$ cat src/hdl/id3ff_pkg.sv
// -----------------------------------------------------------------------------
// id3ff_pkg
// Types and constants shared by the ID3v2 frame finder.
// -----------------------------------------------------------------------------
package id3ff_pkg;

	// configuration register indexes
	localparam int unsigned CFG_IDX_W = 1;
	localparam logic [CFG_IDX_W-1:0] REG_TARGET_ID  = 1'd0;
	localparam logic [CFG_IDX_W-1:0] REG_ALL_FRAMES = 1'd1;
	localparam int unsigned CFG_DATA_W = 32;

	// header lengths and synchsafe layout
	localparam logic [3:0] HDR_LEN        = 4'd10;
	localparam logic [3:0] HDR_SIZE_START = 4'd6;  // tag header: size bytes 6..9
	localparam logic [3:0] FRM_ID_END     = 4'd4;  // frame header: id bytes 0..3
	localparam logic [3:0] FRM_SIZE_END   = 4'd8;  // frame header: size bytes 4..7

	typedef enum logic [1:0] {
		KIND_HEADER    = 2'd0,
		KIND_PAYLOAD   = 2'd1,
		KIND_NOT_FOUND = 2'd2
	} kind_t;

	typedef struct packed {
		logic [7:0] in_byte;
		logic       first;
	} id3ff_in_t;

	typedef struct packed {
		kind_t       kind;
		logic [31:0] frame_id;
		logic [27:0] frame_size;
		logic [7:0]  out_byte;
		logic        last;
		logic        tag_done;
	} id3ff_out_t;

endpackage

$ cat src/hdl/id3v2_frame_finder_top.sv
// -----------------------------------------------------------------------------
// id3v2_frame_finder_top
// Byte-serial ID3v2 tag parser: finds one frame by id, or passes every frame.
// -----------------------------------------------------------------------------
//
//  channel | direction | handshake             | payload
//  --------+-----------+-----------------------+------------------------------
//  in      | into      | in_valid / in_stall   | in_data  (id3ff_in_t)
//  out     | out of    | out_valid / out_stall | out_data (id3ff_out_t)
//  cfg     | into      | cfg_wr_en             | cfg_index, cfg_wdata
//
// One byte per clock sustained while the output does not stall. A request
// lands in the input register, the parser step runs between that register
// and the result register, so each result leaves from the result register.
// Bytes that give no result pass the input register regardless of
// the output side. A pending result blocks only while the result register
// is full and stalled. Reset clears the parser to wait for a tag header;
// control and parser registers reset to zero, payload registers do not.
module id3v2_frame_finder_top (
	input  logic                                 clk,
	input  logic                                 arst_n,
	input  logic                                 in_valid,
	output logic                                 in_stall,
	input  id3ff_pkg::id3ff_in_t                 in_data,
	output logic                                 out_valid,
	input  logic                                 out_stall,
	output id3ff_pkg::id3ff_out_t                out_data,
	input  logic                                 cfg_wr_en,
	input  logic [id3ff_pkg::CFG_IDX_W-1:0]      cfg_index,
	input  logic [id3ff_pkg::CFG_DATA_W-1:0]     cfg_wdata
);
	import id3ff_pkg::*;

	typedef enum logic [2:0] {
		PH_TAG,    // reading the 10-byte tag header
		PH_FRAME,  // reading a 10-byte frame header
		PH_EMIT,   // passing payload bytes out
		PH_SKIP,   // dropping payload of an unwanted frame
		PH_DONE    // tag finished, wait for first
	} phase_t;

	// configuration
	logic [31:0] target_id_q;
	logic        all_frames_q;

	// parser state
	phase_t      phase_q;
	logic [3:0]  hdr_cnt_q;
	logic [27:0] tag_left_q;
	logic [31:0] cur_id_q;
	logic [27:0] cur_size_q;
	logic [27:0] payload_left_q;
	logic        final_q;
	logic        emit_all_q;

	// input register
	id3ff_in_t   in_s1;
	logic        vld_s1;

	// result register
	id3ff_out_t  out_q;
	logic        out_vld_q;

	// next-state values
	phase_t      nxt_phase;
	logic [3:0]  nxt_hdr_cnt;
	logic [27:0] nxt_tag_left;
	logic [31:0] nxt_cur_id;
	logic [27:0] nxt_cur_size;
	logic [27:0] nxt_payload_left;
	logic        nxt_final;
	logic        nxt_emit_all;
	logic        res_vld;
	id3ff_out_t  res;

	// step helpers
	phase_t      ph;
	logic [3:0]  hc;
	logic [3:0]  hc_inc;
	logic [7:0]  b;
	logic [27:0] size_shift;
	logic [28:0] size_plus;
	logic        fin;
	logic        match;
	logic        size_zero;
	logic        done;
	logic [27:0] pl_dec;
	logic        pl_zero;

	logic        advance;

	always_comb begin
		b          = in_s1.in_byte;
		ph         = in_s1.first ? PH_TAG : phase_q;
		hc         = in_s1.first ? 4'd0 : hdr_cnt_q;
		hc_inc     = hc + 4'd1;
		size_shift = {cur_size_q[20:0], b[6:0]};
		size_plus  = {1'b0, cur_size_q} + 29'd10;
		fin        = size_plus >= {1'b0, tag_left_q};
		match      = all_frames_q || (cur_id_q == target_id_q);
		size_zero  = (cur_size_q == 28'd0);
		pl_dec     = payload_left_q - 28'd1;
		pl_zero    = (pl_dec == 28'd0);
		done       = 1'b0;

		nxt_phase        = ph;
		nxt_hdr_cnt      = hc;
		nxt_tag_left     = tag_left_q;
		nxt_cur_id       = cur_id_q;
		nxt_cur_size     = cur_size_q;
		nxt_payload_left = payload_left_q;
		nxt_final        = final_q;
		nxt_emit_all     = emit_all_q;
		res_vld          = 1'b0;
		res              = '0;

		case (ph)
			PH_TAG: begin
				if (hc >= HDR_SIZE_START) begin
					nxt_cur_size = size_shift;
				end
				nxt_hdr_cnt = hc_inc;
				if (hc_inc == HDR_LEN) begin
					nxt_hdr_cnt  = 4'd0;
					nxt_tag_left = size_shift;
					if (size_shift == 28'd0) begin
						// empty tag
						nxt_phase = PH_DONE;
						if (!all_frames_q) begin
							res_vld      = 1'b1;
							res.kind     = KIND_NOT_FOUND;
							res.tag_done = 1'b1;
						end
					end else begin
						nxt_phase = PH_FRAME;
					end
				end
			end
			PH_FRAME: begin
				if (hc < FRM_ID_END) begin
					nxt_cur_id = {cur_id_q[23:0], b};
				end else if (hc < FRM_SIZE_END) begin
					nxt_cur_size = size_shift;
				end
				nxt_hdr_cnt = hc_inc;
				if (hc_inc == HDR_LEN) begin
					nxt_hdr_cnt      = 4'd0;
					nxt_final        = fin;
					// overrun clamps at zero
					nxt_tag_left     = fin ? 28'd0 : (tag_left_q - size_plus[27:0]);
					nxt_payload_left = cur_size_q;
					nxt_emit_all     = all_frames_q;
					if (match) begin
						done    = size_zero && (!all_frames_q || fin);
						res_vld = 1'b1;
						res.kind       = KIND_HEADER;
						res.frame_id   = cur_id_q;
						res.frame_size = cur_size_q;
						res.last       = size_zero;
						res.tag_done   = done;
						if (!size_zero) begin
							nxt_phase = PH_EMIT;
						end else begin
							nxt_phase = done ? PH_DONE : PH_FRAME;
						end
					end else if (!size_zero) begin
						nxt_phase = PH_SKIP;
					end else if (fin) begin
						nxt_phase    = PH_DONE;
						res_vld      = 1'b1;
						res.kind     = KIND_NOT_FOUND;
						res.tag_done = 1'b1;
					end
				end
			end
			PH_EMIT: begin
				nxt_payload_left = pl_dec;
				done = pl_zero && (!emit_all_q || final_q);
				if (pl_zero) begin
					nxt_phase = done ? PH_DONE : PH_FRAME;
				end
				res_vld        = 1'b1;
				res.kind       = KIND_PAYLOAD;
				res.frame_id   = cur_id_q;
				res.frame_size = cur_size_q;
				res.out_byte   = b;
				res.last       = pl_zero;
				res.tag_done   = done;
			end
			PH_SKIP: begin
				nxt_payload_left = pl_dec;
				if (pl_zero) begin
					if (final_q) begin
						nxt_phase    = PH_DONE;
						res_vld      = 1'b1;
						res.kind     = KIND_NOT_FOUND;
						res.tag_done = 1'b1;
					end else begin
						nxt_phase = PH_FRAME;
					end
				end
			end
			default: begin
				// PH_DONE: ignore bytes until first
			end
		endcase
	end

	// step fires when the request gives no result or has somewhere to put it
	assign advance   = vld_s1 && (!res_vld || !out_vld_q || !out_stall);
	assign in_stall  = vld_s1 && !advance;
	assign out_valid = out_vld_q;
	assign out_data  = out_q;

	always_ff @(posedge clk or negedge arst_n) begin
		if (!arst_n) begin
			target_id_q    <= '0;
			all_frames_q   <= 1'b0;
			phase_q        <= PH_TAG;
			hdr_cnt_q      <= '0;
			tag_left_q     <= '0;
			cur_id_q       <= '0;
			cur_size_q     <= '0;
			payload_left_q <= '0;
			final_q        <= 1'b0;
			emit_all_q     <= 1'b0;
			vld_s1         <= 1'b0;
			out_vld_q      <= 1'b0;
		end else begin
			if (cfg_wr_en) begin
				case (cfg_index)
					REG_TARGET_ID:  target_id_q  <= cfg_wdata;
					REG_ALL_FRAMES: all_frames_q <= cfg_wdata[0];
					default: begin
					end
				endcase
			end

			if (advance) begin
				phase_q        <= nxt_phase;
				hdr_cnt_q      <= nxt_hdr_cnt;
				tag_left_q     <= nxt_tag_left;
				cur_id_q       <= nxt_cur_id;
				cur_size_q     <= nxt_cur_size;
				payload_left_q <= nxt_payload_left;
				final_q        <= nxt_final;
				emit_all_q     <= nxt_emit_all;
			end

			if (in_valid && !in_stall) begin
				vld_s1 <= 1'b1;
			end else if (advance) begin
				vld_s1 <= 1'b0;
			end

			if (advance && res_vld) begin
				out_vld_q <= 1'b1;
			end else if (out_vld_q && !out_stall) begin
				out_vld_q <= 1'b0;
			end
		end
	end

	// payload registers, no reset
	always_ff @(posedge clk) begin
		if (in_valid && !in_stall) begin
			in_s1 <= in_data;
		end
		if (advance && res_vld) begin
			out_q <= res;
		end
	end

endmodule
$ cat config.mk
export PLATFORM = sky130hd
export DESIGN_NAME = id3v2_frame_finder_top
export DESIGN_NICKNAME = d
export VERILOG_FILES = /design/src/hdl/id3ff_pkg.sv /design/src/hdl/id3v2_frame_finder_top.sv
export SDC_FILE = /design/constraint.sdc
export NUM_CORES = 1
export LEC_CHECK = 0
export ABC_AREA = 0
export BUFFER_PORTS_ARGS = -buffer_cell sky130_fd_sc_hd__buf_4
export CAP_MARGIN = 20
export CORE_MARGIN = 3
export CORE_UTILIZATION = 45
export DETAILED_ROUTE_END_ITERATION = 10
export HOLD_SLACK_MARGIN = 0.06
export PLACE_DENSITY_LB_ADDON = 0.12
export SLEW_MARGIN = 10
export SYNTH_ARGS = -nofsm -noshare
export SYNTH_HDL_FRONTEND = slang
export SYNTH_SLANG_ARGS = --single-unit
$ cat constraint.sdc
create_clock -name clk -period 27.5 [get_ports clk]
set_clock_uncertainty 0.2 [all_clocks]
set_input_delay 2.75 -clock clk [delete_from_list [all_inputs] [get_ports clk]]
set_output_delay 2.75 -clock clk [all_outputs]
set_load 0.01 [all_outputs]
==> results.sh <==
export IMPL_setup_tns_ps=0
export IMPL_die_h_um=181
export IMPL_synthFlopType="dfrtp_1"
export IMPL_critPathBufInv=1
export IMPL_synth_nets=1426
export IMPL_yosys_cell_types_count=78
export IMPL_worstHoldPathType="reg -> reg"
export IMPL_synth_mux_area_frac=0.0886
export IMPL_slew_violations=0
export IMPL_h_tree_depth=1
export IMPL_end_kind="primary output"
export IMPL_post_cts_resized_instances=0
export IMPL_avgViaCountPerCell=5.81
export IMPL_place_gp_congestion=0.871
export IMPL_clock_latency_ps=540
export IMPL_synth_xor_area_share=0.0509
export IMPL_powerDensity_nw_per_um2=75.1
export IMPL_power_share_clock=0.280
export IMPL_startpoint_type="flip-flop"
export IMPL_status="finished clean"
export IMPL_leakage_nw=7.13
export IMPL_seq_area_frac_synth=0.468
export IMPL_drive_gt1_frac=0.210
export IMPL_clk_path_buf_depth=3
export IMPL_post_cts_setup_buffers=0
export IMPL_max_freq_ghz=0.119
export IMPL_yosysWarnings=0
export IMPL_num_rows=63
export IMPL_drtIter0Drc=892
export IMPL_synth_avg_cell_area_um2=10.5
export IMPL_synth_compound_area_share=0.137
export IMPL_r2r_setup_slack_ps=21440
export IMPL_path_max_fanout=10
export IMPL_synthToLayoutAreaGrowth_pct=14.7
export IMPL_worst_setup_path_type="reg -> out"
export IMPL_netlist_area_um2=13800
export IMPL_drv_cap=0
export IMPL_path_delay_family="simple AND/OR/NAND/NOR gates"
export IMPL_grt_pass1_vias=10311
export IMPL_io_pin_count=121
export IMPL_cpMaxStageDelayCell="dfrtp_1"
export IMPL_rsz0062_at_grt="no"
export IMPL_synth_edf_count=81
export IMPL_wl_per_cell_um=21.0
export IMPL_slew_headroom=0.295
export IMPL_crit_arrival_ps=5450
export IMPL_worst_pin_slew_ps=1050
export IMPL_fin_ws_ps=19100
export IMPL_combPwrFrac=0.320
export IMPL_initial_core_util=0.461
export IMPL_synthAdderAreaFrac=0.0578
export IMPL_synth_top_family_by_area="simple AND/OR/NAND/NOR gates"
export IMPL_drtPass1Iterations=7
export IMPL_wirelength_mm=38.1
export IMPL_cts_buffers=27
export IMPL_synthMostInstantiatedCell="dfrtp_1"
export IMPL_root_buffer="clkbuf_16"
export IMPL_synth_top_cell_by_area="dfrtp_1"
export IMPL_setup_violations=0
export IMPL_grt_pass1_wl_mm=59.7
export IMPL_grt_ovfl_total=0
export IMPL_synth_commonest_cells="dfrtp_1, nor2_1, a21oi_1"
export IMPL_seq_power_share=0.399
export IMPL_cts_tree="done"
export IMPL_die_area_um2=32700
export IMPL_power_internal_mw=0.761
export IMPL_ys_ff_latch=241
export IMPL_period_minus_slack_ps=8400
export IMPL_nets=1512
export IMPL_synthArstFlopShare=0.664
export IMPL_crit_top_cell="nor2_1"
export IMPL_netlist_instances=1316
export IMPL_swShare=0.358
export IMPL_post_dp_hpwl_mm=26.6
export IMPL_fillerInstances=2682
export IMPL_drc_errors=0
export IMPL_core_area_um2=29900
export IMPL_synth_simple_area_share=0.152
export IMPL_post_route_period_util=0.306
export IMPL_place_ws_ps=19800
export IMPL_cts_reportedPaths_clkPinSlew_ps=60
export IMPL_cts_hold_buf=0
export IMPL_p_sw_mw=0.425
export IMPL_synth_top_area_share=0.291
export IMPL_crit_chain="ha_1 -> o2111ai_1 -> nor2_1 -> nand2_1 -> nor2_1 -> nand2_1 -> nor2_1 -> xor2_1 -> ha_1 -> nand4_1 -> nor4_1 -> o311ai_0 -> a21oi_1 -> o31ai_1 -> and4bb_1 -> nor3_1 -> buf_4"
export IMPL_max_stage_delay_ps=580
export IMPL_grt_max_degree=101
export IMPL_cp_required_ps=24550
export IMPL_ant_nets=0
export IMPL_netlist_top_cells_area="dfrtp_1, edfxtp_1, mux2_2"
export IMPL_cts_sinks=241
export IMPL_antenna_found_initial=1
export IMPL_die_x_um=181
export IMPL_io_buffers=120
export IMPL_finalHoldViolCount=0
export IMPL_peakVddDrop_v=0.0000652
export IMPL_diodes=0
export IMPL_grt_usage=0.229
export IMPL_route_vias_total=10515
-- cells in the final DEF (no fill, tap or decap), types with 13 or more instances in the layout --
master	Yosys	layout
and2_1	70	70
inv_1	78	78
a21o_1	17	17
mux2_4	18	18
xor2_1	52	52
o21ai_0	67	67
nor4_1	22	22
ha_1	62	62
nand4_1	18	18
nor3_1	42	40
a21oi_1	83	83
a221oi_1	17	17
a211oi_1	13	13
mux2_2	79	79
dfrtp_1	160	160
or3_1	14	14
clkbuf_16	0	27
nor2_1	87	87
nand3_1	18	18
edfxtp_1	81	81
nand2_1	62	62
xnor2_1	28	28
buf_4	0	132
-- worst paths after layout --
kind / cells past startpoint / endpoint / from
worst max-delay path: 17 / in_stall / cur_size_q[1]$_DFFE_PN0P_
worst min-delay path: 2 / tag_left_q[17]$_DFFE_PN0P_ / tag_left_q[17]$_DFFE_PN0P_
worst max register to register: 18 / cur_size_q[2]$_DFFE_PN0P_ / cur_size_q[1]$_DFFE_PN0P_
worst min register to register: 2 / tag_left_q[17]$_DFFE_PN0P_ / tag_left_q[17]$_DFFE_PN0P_
max in group asynchronous: 2 / payload_left_q[17]$_DFFE_PN0P_ / arst_n
min in group asynchronous: 1 / target_id_q[4]$_DFFE_PN0P_ / arst_n
-- power groups by stage --
stage / combinational (mW) / clock, mW / sequential (mW)
floorplan: 0.307 / 0 / 0.436
global placement: 0.371 / 0 / 0.476
detailed placement: 0.372 / 0 / 0.479
CTS: 0.375 / 0.340 / 0.473
global route: 0.421 / 0.355 / 0.480
finish: 0.380 / 0.332 / 0.474
-- layout make-up --
class	instances	area, µm²	share of cell area
Tap cell	390	488	0.0309
Clock inverter	10	53.8	0.00341
Multi-Input combinational cell	920	6740	0.427
Timing Repair Buffer	134	1020	0.0648
Sequential cell	241	6440	0.408
Inverter	78	293	0.0186
Clock buffer	38	747	0.0473
-- layer usage --
layer  global-route usage  part of all wire
met5                    0                 0
met4               0.0626             0.028
met1                0.341              0.46
met3               0.0298             0.060
met2                0.354              0.45
-- tightest hold or removal path: cells and delay by family (launching register included) --
| family | cells | cell delay [ps] |
|---|---|---|
| DFF | 1 | 370 |
| AOI/OAI and AO/OA | 1 | 60 |
| and+or+nand+nor | 1 | 50 |
-- state kept, by name, summed over array words and instances, names as in the netlist --
signal	cells
out_valid	1
cur_id_q	32
emit_all_q	1
hdr_cnt_q	4
vld_s1	1
cur_size_q	28
in_s1	1
all_frames_q	1
target_id_q	32
tag_left_q	28
out_data	72
b	8
payload_left_q	28
final_q	1
phase_q	3
-- stage by stage --
| stage | total power [mW] | utilization | hold slack, ps | cells | cell area (µm²) |
|---|---|---|---|---|---|
| after floorplan | 0.743 | - | 273 | 1316 | 13800 |
| after global placement | 0.847 | 0.500 | 305 | 1761 | 15000 |
| after detailed placement | 0.851 | 0.501 | 308 | 1762 | 15000 |
| after CTS | 1.19 | 0.528 | 322 | 1810 | 15800 |
| after global routing | 1.26 | 0.528 | 338 | 1811 | 15800 |
| final | 1.19 | 0.528 | 322 | 1811 | 15800 |
-- cells by family after synthesis --
kind of cell | after synthesis
AO/OA/AOI/OAI | 284
XOR/XNOR | 80
adder cells (fa/ha/maj) | 63
buffers and inverters | 155
flip-flops | 241
multiplexers | 103
AND/OR/NAND/NOR | 390
(Power assumes the default switching activity.)
